**src/rtl/stepseq_pkg.sv**
```systemverilog
// Shared constants, types and pattern lookup for the stepper command sequencer.
package stepseq_pkg;

   // Default build values.
   localparam int STEPSEQ_REPEATS   = 12;
   localparam int STEPSEQ_DELAY_MAX = 100;

   // Delay bounds and reset value.
   localparam logic [6:0] DELAY_MIN   = 7'd2;
   localparam logic [6:0] DELAY_RESET = 7'd20;
   localparam logic [6:0] DELAY_STEP  = 7'd2;

   // Command characters.
   localparam logic [7:0] CMD_DELAY_UP   = 8'h71;  // q
   localparam logic [7:0] CMD_DELAY_DOWN = 8'h77;  // w
   localparam logic [7:0] CMD_RUN_FWD    = 8'h65;  // e
   localparam logic [7:0] CMD_RUN_BWD    = 8'h72;  // r
   localparam logic [7:0] CMD_DIR_FWD    = 8'h31;  // 1
   localparam logic [7:0] CMD_DIR_BWD    = 8'h32;  // 2
   localparam logic [7:0] CMD_STOP       = 8'h30;  // 0
   localparam logic [7:0] CMD_MODE_FULL  = 8'h61;  // a
   localparam logic [7:0] CMD_MODE_HALF  = 8'h73;  // s
   localparam logic [7:0] CMD_MODE_WAVE  = 8'h64;  // d

   // Operation codes on the request channel.
   localparam logic OP_COMMAND = 1'b0;
   localparam logic OP_TICK    = 1'b1;

   // Step modes.
   localparam logic [1:0] MODE_FULL = 2'd1;
   localparam logic [1:0] MODE_HALF = 2'd2;
   localparam logic [1:0] MODE_WAVE = 2'd3;

   // Direction codes.
   localparam logic [1:0] DIR_STOP = 2'd0;
   localparam logic [1:0] DIR_FWD  = 2'd1;
   localparam logic [1:0] DIR_BWD  = 2'd2;

   // Coil patterns, bit3 A1, bit2 A2, bit1 B1, bit0 B2.
   localparam logic [3:0] FULL_TAB [4] = '{4'hA, 4'h6, 4'h5, 4'h9};
   localparam logic [3:0] HALF_TAB [8] = '{4'hA, 4'h2, 4'h6, 4'h4,
                                           4'h5, 4'h1, 4'h9, 4'h8};
   localparam logic [3:0] WAVE_TAB [4] = '{4'h8, 4'h2, 4'h4, 4'h1};

   // Everything one result item reports.
   typedef struct packed {
      logic [3:0] coil;
      logic [1:0] direction;
      logic [1:0] mode;
      logic [6:0] delay;
      logic       busy;
      logic       limit;
   } stepseq_status_type;

   // Coil pattern for a phase; a backward run walks the table from its end.
   function automatic logic [3:0] pattern_at(input logic [1:0] mode,
                                             input logic       reverse,
                                             input logic [2:0] phase);
      logic [2:0] idx;
      logic [3:0] pat;
      idx = (mode == MODE_HALF) ? phase : {1'b0, phase[1:0]};
      if (reverse) begin
         idx = (mode == MODE_HALF) ? ~idx : {1'b0, ~idx[1:0]};
      end
      case (mode)
         MODE_HALF: pat = HALF_TAB[idx];
         MODE_WAVE: pat = WAVE_TAB[idx[1:0]];
         default:   pat = FULL_TAB[idx[1:0]];
      endcase
      return pat;
   endfunction

endpackage

```
**src/rtl/stepseq_if.sv**
```systemverilog
// Valid/ready channel interfaces for the request and response items.
interface stepseq_req_if;
   logic       valid;
   logic       ready;
   logic       operation;
   logic [7:0] command_char;

   modport source (output valid, output operation, output command_char, input ready);
   modport sink   (input valid, input operation, input command_char, output ready);
endinterface

interface stepseq_rsp_if;
   logic       valid;
   logic       ready;
   logic [3:0] coil_pattern;
   logic [1:0] drive_direction;
   logic [1:0] step_mode;
   logic [6:0] delay_now;
   logic       run_busy;
   logic       limit_hit;

   modport source (output valid, output coil_pattern, output drive_direction,
                   output step_mode, output delay_now, output run_busy,
                   output limit_hit, input ready);
   modport sink   (input valid, input coil_pattern, input drive_direction,
                   input step_mode, input delay_now, input run_busy,
                   input limit_hit, output ready);
endinterface

```
**src/rtl/stepseq_core.sv**
```systemverilog
// Sequencer state registers and the per-item command and tick logic.
module stepseq_core
   import stepseq_pkg::*;
#(
   parameter int REPEATS   = STEPSEQ_REPEATS,
   parameter int DELAY_MAX = STEPSEQ_DELAY_MAX
) (
   input  logic               clock,
   input  logic               reset,
   input  logic               step_en,
   input  logic               operation,
   input  logic [7:0]         command_char,
   output stepseq_status_type next_status
);

   localparam logic [8:0] RepeatsW  = 9'(REPEATS);
   localparam logic [7:0] DelayMaxW = 8'(DELAY_MAX);

   logic [6:0] delay_ff,  delay_in;
   logic [1:0] mode_ff,   mode_in;
   logic [1:0] dir_ff,    dir_in;
   logic [3:0] coil_ff,   coil_in;
   logic       busy_ff,   busy_in;
   logic       rev_ff,    rev_in;
   logic [2:0] phase_ff,  phase_in;
   logic [7:0] repeat_ff, repeat_in;
   logic [6:0] tick_ff,   tick_in;
   logic       limit_in;
   logic [3:0] seq_len;

   assign seq_len = (mode_ff == MODE_HALF) ? 4'd8 : 4'd4;

   // Next state for one accepted item.
   always_comb begin
      delay_in  = delay_ff;
      mode_in   = mode_ff;
      dir_in    = dir_ff;
      coil_in   = coil_ff;
      busy_in   = busy_ff;
      rev_in    = rev_ff;
      phase_in  = phase_ff;
      repeat_in = repeat_ff;
      tick_in   = tick_ff;
      limit_in  = 1'b0;
      if (step_en) begin
         if (operation == OP_TICK) begin
            if (busy_ff) begin
               if ({1'b0, tick_ff} + 8'd1 < {1'b0, delay_ff}) begin
                  tick_in = tick_ff + 7'd1;
               end else begin
                  tick_in = '0;
                  if ({1'b0, phase_ff} + 4'd1 < seq_len) begin
                     phase_in = phase_ff + 3'd1;
                     coil_in  = pattern_at(mode_ff, rev_ff, phase_ff + 3'd1);
                  end else begin
                     phase_in = '0;
                     if ({1'b0, repeat_ff} + 9'd1 >= RepeatsW) begin
                        repeat_in = '0;
                        busy_in   = 1'b0;
                        dir_in    = DIR_STOP;
                     end else begin
                        repeat_in = repeat_ff + 8'd1;
                        coil_in   = pattern_at(mode_ff, rev_ff, 3'd0);
                     end
                  end
               end
            end
         end else if (!busy_ff) begin
            case (command_char)
               CMD_DELAY_UP: begin
                  if ({1'b0, delay_ff} + {1'b0, DELAY_STEP} <= DelayMaxW) begin
                     delay_in = delay_ff + DELAY_STEP;
                  end else begin
                     limit_in = 1'b1;
                  end
               end
               CMD_DELAY_DOWN: begin
                  if (delay_ff > DELAY_MIN) begin
                     delay_in = delay_ff - DELAY_STEP;
                  end else begin
                     limit_in = 1'b1;
                  end
               end
               CMD_MODE_FULL: mode_in = MODE_FULL;
               CMD_MODE_HALF: mode_in = MODE_HALF;
               CMD_MODE_WAVE: mode_in = MODE_WAVE;
               CMD_DIR_FWD:   dir_in  = DIR_FWD;
               CMD_DIR_BWD:   dir_in  = DIR_BWD;
               CMD_STOP: begin
                  dir_in  = DIR_STOP;
                  coil_in = '0;
               end
               CMD_RUN_FWD, CMD_RUN_BWD: begin
                  busy_in   = 1'b1;
                  rev_in    = (command_char == CMD_RUN_BWD);
                  phase_in  = '0;
                  repeat_in = '0;
                  tick_in   = '0;
                  coil_in   = pattern_at(mode_ff, command_char == CMD_RUN_BWD, 3'd0);
               end
               default: ;
            endcase
         end
      end
   end

   // State registers.
   always_ff @(posedge clock) begin
      if (reset) begin
         delay_ff  <= DELAY_RESET;
         mode_ff   <= MODE_FULL;
         dir_ff    <= DIR_STOP;
         coil_ff   <= '0;
         busy_ff   <= 1'b0;
         rev_ff    <= 1'b0;
         phase_ff  <= '0;
         repeat_ff <= '0;
         tick_ff   <= '0;
      end else begin
         delay_ff  <= delay_in;
         mode_ff   <= mode_in;
         dir_ff    <= dir_in;
         coil_ff   <= coil_in;
         busy_ff   <= busy_in;
         rev_ff    <= rev_in;
         phase_ff  <= phase_in;
         repeat_ff <= repeat_in;
         tick_ff   <= tick_in;
      end
   end

   // The result reports the state after the item.
   assign next_status = '{coil: coil_in, direction: dir_in, mode: mode_in,
                          delay: delay_in, busy: busy_in, limit: limit_in};

   // The end of a run always leaves the motor stopped.
   a_run_end_stops: assert property (@(posedge clock) disable iff (reset)
      $fell(busy_ff) |-> dir_ff == DIR_STOP)
      else $error("run ended without clearing the direction");

   // The delay never leaves its legal range.
   a_delay_range: assert property (@(posedge clock) disable iff (reset)
      delay_ff >= DELAY_MIN && {1'b0, delay_ff} <= DelayMaxW)
      else $error("step delay out of range");

   // During a run the tick counter stays below the delay.
   a_tick_bound: assert property (@(posedge clock) disable iff (reset)
      busy_ff |-> tick_ff < delay_ff)
      else $error("tick count reached the delay");

   // During a run the phase and repeat counters stay within their sequence.
   a_phase_bound: assert property (@(posedge clock) disable iff (reset)
      busy_ff |-> ({1'b0, phase_ff} < seq_len && {1'b0, repeat_ff} < RepeatsW))
      else $error("phase or repeat count out of range");

endmodule

```
**src/rtl/stepper_command_sequencer_unit.sv**
```systemverilog
// Top level of the stepper command sequencer with its response register.
//
// Usage: req_chan carries items that are either a command byte (operation 0,
// command_char holds the ASCII code) or a one-millisecond tick (operation 1).
// Every accepted item yields exactly one item on rsp_chan, reporting the coil
// pattern, direction code, step mode, step delay, run flag and limit flag as
// they stand after that item.
// Responses are registered: an item accepted at a clock edge has its response
// valid right after that edge. The unit takes one item per cycle while the
// receiver keeps up, set by the single response register; the sequencer state
// updates in the same cycle the item is accepted.
// When the receiver stalls, the response register holds its item and
// req_chan.ready drops until that item is taken; ready is high whenever the
// register is empty or being emptied in the same cycle.
// Synchronous reset restores delay 20, full-step mode, stopped direction,
// coils off and no run in progress, and empties the response register.
module stepper_command_sequencer_unit
   import stepseq_pkg::*;
#(
   parameter int REPEATS   = STEPSEQ_REPEATS,
   parameter int DELAY_MAX = STEPSEQ_DELAY_MAX
) (
   input  logic          clock,
   input  logic          reset,
   stepseq_req_if.sink   req_chan,
   stepseq_rsp_if.source rsp_chan
);

   logic               accept;
   logic               rsp_valid_ff, rsp_valid_in;
   stepseq_status_type status_ff;
   stepseq_status_type next_status;

   // Take a new item whenever the response register is free or draining.
   assign req_chan.ready = !rsp_valid_ff || rsp_chan.ready;
   assign accept         = req_chan.valid && req_chan.ready;

   stepseq_core #(
      .REPEATS   (REPEATS),
      .DELAY_MAX (DELAY_MAX)
   ) u_core (
      .clock        (clock),
      .reset        (reset),
      .step_en      (accept),
      .operation    (req_chan.operation),
      .command_char (req_chan.command_char),
      .next_status  (next_status)
   );

   // Response valid flag.
   always_comb begin
      if (accept) begin
         rsp_valid_in = 1'b1;
      end else if (rsp_chan.ready) begin
         rsp_valid_in = 1'b0;
      end else begin
         rsp_valid_in = rsp_valid_ff;
      end
   end

   always_ff @(posedge clock) begin
      if (reset) begin
         rsp_valid_ff <= 1'b0;
      end else begin
         rsp_valid_ff <= rsp_valid_in;
      end
   end

   // Response payload, loaded on each accepted item.
   always_ff @(posedge clock) begin
      if (accept) begin
         status_ff <= next_status;
      end
   end

   assign rsp_chan.valid           = rsp_valid_ff;
   assign rsp_chan.coil_pattern    = status_ff.coil;
   assign rsp_chan.drive_direction = status_ff.direction;
   assign rsp_chan.step_mode       = status_ff.mode;
   assign rsp_chan.delay_now       = status_ff.delay;
   assign rsp_chan.run_busy        = status_ff.busy;
   assign rsp_chan.limit_hit       = status_ff.limit;

endmodule
```
**src/flat_wrapper.sv**
```systemverilog
// flat-port wrapper written by rule: the top's interface ports become plain ports
module stepper_command_sequencer_unit_flat import stepseq_pkg::*;
#(
   parameter int REPEATS   = STEPSEQ_REPEATS,
   parameter int DELAY_MAX = STEPSEQ_DELAY_MAX
)
  (clock, reset, req_chan_valid, req_chan_operation, req_chan_command_char, req_chan_ready, rsp_chan_valid, rsp_chan_coil_pattern, rsp_chan_drive_direction, rsp_chan_step_mode, rsp_chan_delay_now, rsp_chan_run_busy, rsp_chan_limit_hit, rsp_chan_ready);
  stepseq_req_if req_chan_i ();
  stepseq_rsp_if rsp_chan_i ();
  input  logic clock;
  input  logic reset;
  input wire logic [$bits(req_chan_i.valid)-1:0] req_chan_valid;
  input wire logic [$bits(req_chan_i.operation)-1:0] req_chan_operation;
  input wire logic [$bits(req_chan_i.command_char)-1:0] req_chan_command_char;
  output wire logic [$bits(req_chan_i.ready)-1:0] req_chan_ready;
  output wire logic [$bits(rsp_chan_i.valid)-1:0] rsp_chan_valid;
  output wire logic [$bits(rsp_chan_i.coil_pattern)-1:0] rsp_chan_coil_pattern;
  output wire logic [$bits(rsp_chan_i.drive_direction)-1:0] rsp_chan_drive_direction;
  output wire logic [$bits(rsp_chan_i.step_mode)-1:0] rsp_chan_step_mode;
  output wire logic [$bits(rsp_chan_i.delay_now)-1:0] rsp_chan_delay_now;
  output wire logic [$bits(rsp_chan_i.run_busy)-1:0] rsp_chan_run_busy;
  output wire logic [$bits(rsp_chan_i.limit_hit)-1:0] rsp_chan_limit_hit;
  input wire logic [$bits(rsp_chan_i.ready)-1:0] rsp_chan_ready;
  assign req_chan_i.valid = req_chan_valid;
  assign req_chan_i.operation = req_chan_operation;
  assign req_chan_i.command_char = req_chan_command_char;
  assign req_chan_ready = req_chan_i.ready;
  assign rsp_chan_valid = rsp_chan_i.valid;
  assign rsp_chan_coil_pattern = rsp_chan_i.coil_pattern;
  assign rsp_chan_drive_direction = rsp_chan_i.drive_direction;
  assign rsp_chan_step_mode = rsp_chan_i.step_mode;
  assign rsp_chan_delay_now = rsp_chan_i.delay_now;
  assign rsp_chan_run_busy = rsp_chan_i.run_busy;
  assign rsp_chan_limit_hit = rsp_chan_i.limit_hit;
  assign rsp_chan_i.ready = rsp_chan_ready;
  stepper_command_sequencer_unit #(.REPEATS(REPEATS), .DELAY_MAX(DELAY_MAX)) u_core (.clock(clock), .reset(reset), .req_chan(req_chan_i), .rsp_chan(rsp_chan_i));
endmodule
```
**config.mk**
```make
export PLATFORM = sky130hd
export DESIGN_NAME = stepper_command_sequencer_unit_flat
export DESIGN_NICKNAME = d
export VERILOG_FILES = /design/src/rtl/stepseq_pkg.sv /design/src/rtl/stepseq_if.sv /design/src/rtl/stepseq_core.sv /design/src/rtl/stepper_command_sequencer_unit.sv /design/src/flat_wrapper.sv
export SDC_FILE = /design/constraint.sdc
export NUM_CORES = 1
export LEC_CHECK = 0
export BUFFER_PORTS_ARGS = -buffer_cell sky130_fd_sc_hd__buf_2
export CAP_MARGIN = 25
export CORE_MARGIN = 2
export CORE_UTILIZATION = 40
export CTS_BUF_LIST = sky130_fd_sc_hd__clkbuf_16
export CTS_CLUSTER_SIZE = 24
export DETAILED_ROUTE_END_ITERATION = 8
export PLACE_DENSITY = 0.64
export SYNTH_ARGS = -nofsm -noshare
export SYNTH_HDL_FRONTEND = slang
export SYNTH_HIERARCHICAL = 1
export SYNTH_SLANG_ARGS = --single-unit
```
**constraint.sdc**
```tcl
create_clock -name clock -period 2.86 [get_ports clock]
set_input_delay 0 -clock clock [delete_from_list [all_inputs] [get_ports clock]]
set_output_delay 0 -clock clock [all_outputs]
set_load 0.005 [all_outputs]
```
==> summary.log, run 1 <==
[status] result of the run finished, final reports clean
[worst_setup_path] critical path launch point type flip-flop
[clock_network] Reg clk slew, reported paths 70 ps
[synth] Area contributors post-synth sky130_fd_sc_hd__dfxtp_1 20%, sky130_fd_sc_hd__edfxtp_1 15%, sky130_fd_sc_hd__ha_1 6.4%
[clock_network] CTS tree built
[worst_setup_path] critical path startpoint u_core/u_core/tick_ff[1]
[timing] Post-Route Skew 6.19 ps
[clock_network] number of clock sinks 52
[global_routing] vias in the first global route 2963
[global_routing] Most Crowded Layer GR met2
[clock_network] clk_lat worst skew 290 ps
[place] routability congestion estimate 0.918
[pwr] total leakage power 1.58 nW
[synth] area leader, netlist sky130_fd_sc_hd__dfxtp_1
[clock_network] clock root buffer sky130_fd_sc_hd__clkbuf_16
[clock_network] cts bufs inserted 5
[synth] count of unique library cells instantiated by Yosys 72
[routing] detailed-route via count 3239
[global_routing] routing usage on met3 0.0259
[synth] fraction of post-synthesis cell area in the top cell type by area 0.200
[routing] DRC Markers 0
[timing] final total negative setup slack 0 ps
[place] number of buffer cells added on primary ports 31
[worst_setup_path] start-to-end type of the worst setup path reg -> reg
[routing] Avg WL per Cell 14.8 µm
[synth] count of mapped cells out of synthesis 412
[synth] Async SR Flop Fraction 0
[hold_path] worst hold path class in -> reg
[job] number of maximum-capacitance constraint violations 0
[worst_setup_path] max incr delay on CP 540 ps
[clock_network] maximum count of clock buffers along a single path 2
[synth] Seq/Total Area, Yosys 0.346
[layout] number of antenna diodes 0
[timing] count of endpoints failing hold in the final timing report 0
[layout] net count of the finished layout 484
[worst_setup_path] critical path, cell by cell ha_2 > nand3_2 > xnor2_1 > ha_1 > o21a_1 > nor2_1 > or4b_4 > nand2_4 > a32oi_4 > or4_4 > a21oi_2
[timing] RSZ-0062 raised after global routing yes
[floorplan] count of standard-cell rows 34
[synth] average instance area after synthesis 8.49 µm²
[timing] total of endpoints with negative setup slack in the final report 0
[timing] worst slew pin tran 697 ps
[pwr] power density normalized to cell area 391 nW/µm²
[routing] number of iterations in the first detailed-routing pass 5
[worst_setup_path] data arrival at the endpoint of the critical path 3000 ps
[pwr] worst voltage drop across the vdd grid 279 µV
[floorplan] placeable core region 8590 µm²
[layout] fraction of layout cells with a size suffix above 1 0.205
[timing] fin. max-slew vios 0
[floorplan] area enclosed by the die boundary 9500 µm²
[global_routing] all-layer global routing usage 0.174
[hold_path] hold path start req_chan_command_char[1]
[floorplan] overall die width 97.5 µm
[timing] post-route fraction of the period consumed by the critical path 0.970
[worst_setup_path] Critical Path Slowest Stage Cell sky130_fd_sc_hd__or4_4
[timing] Achievable Freq 361 MHz
[timing] shortest clock period the worst path allows after layout 2770 ps
[synth] Synth Register Bits 52
[place] DPL Wire Length 6.10 mm
[synth] synth warn 6
[global_routing] maximum number of pins on one net before global-route repair 34
[synth] combined area of all synthesized cells 3500 µm²
[synth] net count of the mapped netlist 443
[floorplan] number of ports placed on the die boundary 32
[worst_setup_path] maximum fanout along the worst path 9
[worst_setup_path] worst reg2reg startpoint u_core/u_core/tick_ff[1]
[timing] WHS 45.6 ps
[timing] tightest slew margin relative to the limit 0.535
[worst_setup_path] r2r setup slk 90 ps
[synth] top cell types by occurrence after synthesis 36 x sky130_fd_sc_hd__nor2_1, 35 x sky130_fd_sc_hd__dfxtp_1, 34 x sky130_fd_sc_hd__nand2_1
[place] cell total after placement 550
[clock_network] # H-tree levels 2
[layout] area overhead of the layout relative to synthesis 16.9%
[global_routing] GR met1 Demand/Resource 0.227
[synth] Post-synth EDFFs 17
[global_routing] residual overflow from global routing 0
[floorplan] effective utilization at floorplan 0.407
[floorplan] die height 97.5 µm
[worst_setup_path] sort of element at the end of the critical path flip-flop
[global_routing] met2 capacity usage during global routing 0.296
[layout] number of standard cells in the layout, taps in and fillers out 562
[routing] via/cell ratio 5.76
[global_routing] number of antenna violations at the first check in global routing 0
[global_routing] first-pass GRT wire length 13.9 mm
[routing] remaining antenna violation count after routing 0
[worst_setup_path] required time at the worst-slack endpoint 3080 ps
[routing] Initial DRC Count 166
[synth] cell with the most instances after synthesis sky130_fd_sc_hd__nor2_1
[routing] DRT Wirelength 8.31 mm
[synth] flip-flop cell with the highest count after synthesis sky130_fd_sc_hd__dfxtp_1
==> worst max-delay path, delay by kind of cell, from the launching register on <==
kind,cells,cell delay (ps)
compound gates,3,380
xor+xnor,1,160
fa+ha+maj,2,480
flops,1,370
simple gates,5,1330
==> final timing paths <==
check | endpoint | cells after the start
setup / recovery | u_core/u_core/repeat_ff[3] | 11
hold reg to reg | u_core/u_core/repeat_ff[6] | 1
setup reg to reg | u_core/u_core/repeat_ff[3] | 11
hold / removal | u_core/u_core/rev_ff | 3
==> sequential cells by signal (all words and copies together) (netlist names), 2 cells and up <==
name	count
u_core/u_core/repeat_ff	8
u_core/rsp_chan.delay_now	7
u_core/u_core/tick_ff	7
u_core/u_core/delay_ff	6
u_core/rsp_chan.coil_pattern	4
u_core/u_core/coil_ff	4
u_core/u_core/phase_ff	3
u_core/rsp_chan.drive_direction	2
u_core/rsp_chan.step_mode	2
u_core/u_core/dir_ff	2
u_core/u_core/mode_ff	2
==> cell type report <==
type,instances,area (µm²)
repair buffers,56,348
clock buffers,6,150
flip-flops and latches,52,1210
fillers,820,4510
clock inverters,2,33.8
well taps,108,135
inverters,17,63.8
multi-input cells,321,2140
==> cell families after synthesis <==
group | share of synthesized area
AO/OA/AOI/OAI | 0.216
XOR/XNOR | 0.0247
adder cells (fa/ha/maj) | 0.0644
buffers and inverters | 0.0501
flip-flops | 0.346
multiplexers | 0.0240
other | 0.00107
AND/OR/NAND/NOR | 0.273
==> cell usage in the layout, fill, tap and decap left out, drive strengths merged, types with 12 or more instances in the layout <==
cell / Yosys / layout
inv: 17 / 18
buf: 11 / 54
a21oi: 34 / 34
nand2: 35 / 35
nand3: 16 / 16
nor3: 13 / 13
and2: 12 / 12
nor2: 36 / 36
dfxtp: 35 / 35
o21ai: 27 / 27
edfxtp: 17 / 17
ha: 18 / 18
==> report_power, final <==
| group | switching (mW) | internal (mW) | total, mW | leakage [nW] |
|---|---|---|---|---|
| combinational | 0.0596 | 0.0316 | 0.0912 | 1.04 |
| sequential | 0.00317 | 0.771 | 0.774 | 0.444 |
| clock | 0.267 | 0.463 | 0.730 | 0.0934 |
==> what timing repair did <==
item                                    4_1_cts  5_1_grt
resized for setup                             1        9
gates cloned                                  0        0
hold endpoints to repair                      1        0
pin swaps                                     0        4
endpoints found under the setup margin        1        9
hold buffers                                  2        0
buffers inserted                              0        2
==> through the flow <==
stage,utilization,area [µm²],power (mW),setup slack (ps)
floorplan,-,3500,0.843,116
global placement,0.446,3830,0.878,65.6
detailed placement,0.446,3830,0.880,-4.91
CTS,0.470,4040,1.62,39.1
global route,0.475,4090,1.65,-19.7
finish,0.475,4090,1.60,86.5
==> metal layers <==
metal | up-vias | wire, µm
met1 | 1543 | 3850
met4 | 0 | 122
li1 | 1599 | -
met5 | - | 0
met3 | 10 | 357
met2 | 87 | 3980
Note: power is estimated with default switching activity, not from simulation.
==> run 2: changes to the inputs <==
--- a/config.mk
+++ b/config.mk
@@ -14,4 +14,5 @@
 export DETAILED_ROUTE_END_ITERATION = 8
 export PLACE_DENSITY = 0.64
+export RECOVER_POWER = 100
 export SYNTH_ARGS = -nofsm -noshare
 export SYNTH_HDL_FRONTEND = slang
==> constraint.sdc (replaced) <==
create_clock -name clock -period 2.86 [get_ports clock]
set_input_delay 0 -clock clock [delete_from_list [all_inputs] [get_ports clock]]
set_output_delay 0 -clock clock [all_outputs]
set_load 0.02 [all_outputs]
==> summary.log, run 2 (synthesis results as in run 1) <==
[floorplan] number of ports placed on the die boundary 32
[clock_network] cts bufs inserted 5
[clock_network] CTS tree built
[global_routing] number of antenna violations at the first check in global routing 0
[routing] Avg WL per Cell 14.8 µm
[global_routing] vias in the first global route 2963
[place] routability congestion estimate 0.918
[timing] count of endpoints failing hold in the final timing report 0
[global_routing] all-layer global routing usage 0.174
[routing] Initial DRC Count 144
[worst_setup_path] Crit Reg-Reg Endpoint u_core/u_core/repeat_ff[3]
[worst_setup_path] worst reg2reg startpoint u_core/u_core/tick_ff[1]
[worst_setup_path] maximum fanout along the worst path 9
[layout] max FFs per register 8
[hold_path] worst hold path class in -> reg
[clock_network] maximum count of clock buffers along a single path 2
[clock_network] # H-tree levels 2
[worst_setup_path] start-to-end type of the worst setup path reg -> reg
[floorplan] count of standard-cell rows 34
[worst_setup_path] critical path startpoint u_core/u_core/tick_ff[1]
[timing] total of endpoints with negative setup slack in the final report 0
[floorplan] die height 97.5 µm
[place] area after detailed placement 3830 µm²
[layout] FILL cells 833
[layout] final design area excluding fillers 4060 µm²
[job] number of maximum-capacitance constraint violations 0
[timing] Achievable Freq 361 MHz
[layout] sequential standard cell area 1210 µm²
[pwr] worst voltage drop across the vdd grid 278 µV
[routing] detailed-route via count 3235
[worst_setup_path] end point of the critical path u_core/u_core/repeat_ff[3]
[timing] Post-Route Skew 5.49 ps
[global_routing] maximum number of pins on one net before global-route repair 34
[timing] tightest slew margin relative to the limit 0.550
[worst_setup_path] logic depth of the worst register-to-register path 11
[clock_network] clock root buffer sky130_fd_sc_hd__clkbuf_16
[timing] RSZ-0062 raised after global routing yes
[routing] via/cell ratio 5.76
[pwr] total leakage power 1.52 nW
[worst_setup_path] data arrival at the endpoint of the critical path 2990 ps
[floorplan] effective utilization at floorplan 0.407
[routing] number of iterations in the first detailed-routing pass 5
[floorplan] area enclosed by the die boundary 9500 µm²
[clock_network] clk_lat worst skew 290 ps
[timing] post-route fraction of the period consumed by the critical path 0.970
[status] result of the run finished, final reports clean
[worst_setup_path] sort of element at the end of the critical path flip-flop
[worst_setup_path] r2r setup slk 90 ps
[layout] area overhead of the layout relative to synthesis 16.0%
[layout] fraction of layout cells with a size suffix above 1 0.163
[timing] worst slew pin tran 675 ps
[timing] shortest clock period the worst path allows after layout 2770 ps
[clock_network] Reg clk slew, reported paths 70 ps
[layout] Multi-input gate area 2140 µm²
[floorplan] placeable core region 8590 µm²
[layout] most frequent cells in the layout 34 x sky130_fd_sc_hd__dfxtp_1, 34 x sky130_fd_sc_hd__nand2_1, 34 x sky130_fd_sc_hd__nor2_1
[layout] register with the most flip-flops u_core/u_core/repeat_ff
[pwr] power density normalized to cell area 395 nW/µm²
[place] number of buffer cells added on primary ports 31
[worst_setup_path] critical path launch point type flip-flop
[timing] WHS 47.4 ps
[global_routing] residual overflow from global routing 0
[layout] number of antenna diodes 0
[routing] DRT Wirelength 8.31 mm
[clock_network] number of clock sinks 52
[timing] fin. max-slew vios 0
[worst_setup_path] required time at the worst-slack endpoint 3080 ps
[layout] net count of the finished layout 484
[floorplan] overall die width 97.5 µm
[routing] DRC Markers 0
[routing] remaining antenna violation count after routing 0
[global_routing] first-pass GRT wire length 13.9 mm
[place] DPL Wire Length 6.10 mm
==> run 2: cell types whose count changed in the layout (fill, tap and decap cells not counted) <==
cell                       previous run  this run
sky130_fd_sc_hd__nand2b_4             1         0
sky130_fd_sc_hd__nand2b_2             0         1
sky130_fd_sc_hd__buf_2               31        12
sky130_fd_sc_hd__clkbuf_1             0        19
==> run 2: per-stage QoR <==
stage	setup WS (ps)	utilization	std cells	TNS (ps)	power (mW)
2_1_floorplan	116	-	412	0	0.856
3_3_place_gp	65.6	0.446	550	0	0.891
3_5_place_dp	-4.91	0.446	550	-4.91	0.893
4_1_cts	39.1	0.470	560	0	1.63
5_1_grt	-19.7	0.472	562	-22.3	1.66
6_report	86.6	0.472	562	0	1.60
==> run 2: worst min-delay path by stage <==
stage	from	endpoint	slack [ps]	cells after the start
after floorplan	reset	u_core/rsp_chan.valid	60	1
after global placement	req_chan_valid	u_core/rsp_chan.valid	250	3
after detailed placement	req_chan_valid	u_core/rsp_chan.valid	260	3
after CTS	req_chan_command_char[1]	u_core/u_core/rev_ff	40	3
after global routing	req_chan_command_char[1]	u_core/u_core/rev_ff	60	3
final	req_chan_command_char[1]	u_core/u_core/rev_ff	50	3
==> run 2: final cells by class <==
class	count	share of cell area
Clock inverter	2	0.00833
Inverter	17	0.0157
Sequential cell	52	0.299
Clock buffer	6	0.0370
Tap cell	108	0.0333
Timing Repair Buffer	56	0.0799
Multi-Input combinational cell	321	0.527
==> run 2: worst max-delay path, stage by stage (launching register included) <==
cell and delay, ps:
sky130_fd_sc_hd__dfxtp_2 370, sky130_fd_sc_hd__ha_2 200, sky130_fd_sc_hd__nand3_2 110, sky130_fd_sc_hd__xnor2_1 160
sky130_fd_sc_hd__ha_1 280, sky130_fd_sc_hd__o21a_1 120, sky130_fd_sc_hd__nor2_1 60, sky130_fd_sc_hd__or4b_4 520
sky130_fd_sc_hd__nand2_4 110, sky130_fd_sc_hd__a32oi_4 140, sky130_fd_sc_hd__or4_4 540, sky130_fd_sc_hd__a21oi_2 120
==> run 2: routing by layer <==
layer  track usage  vias to the layer above  share of wire
li1              -                     1597              -
met1         0.227                     1532           0.46
met2         0.296                       98           0.48
met5             0                        -              0
met3        0.0259                        8          0.046
met4        0.0545                        0          0.012
==> run 2: what timing repair did <==
| action | 4_1_cts | 5_1_grt |
|---|---|---|
| buffers inserted | 0 | 2 |
| hold endpoints to repair | 1 | 0 |
| hold buffers | 2 | 0 |
| endpoints found under the setup margin | 1 | 9 |
| pin swaps | 0 | 4 |
| gates resized for setup | 1 | 9 |
==> run 2: power by group <==
| group | internal (mW) | switching (mW) |
|---|---|---|
| combinational | 0.0284 | 0.0714 |
| clock | 0.463 | 0.265 |
| sequential | 0.771 | 0.00314 |
| total | 1.26 | 0.339 |
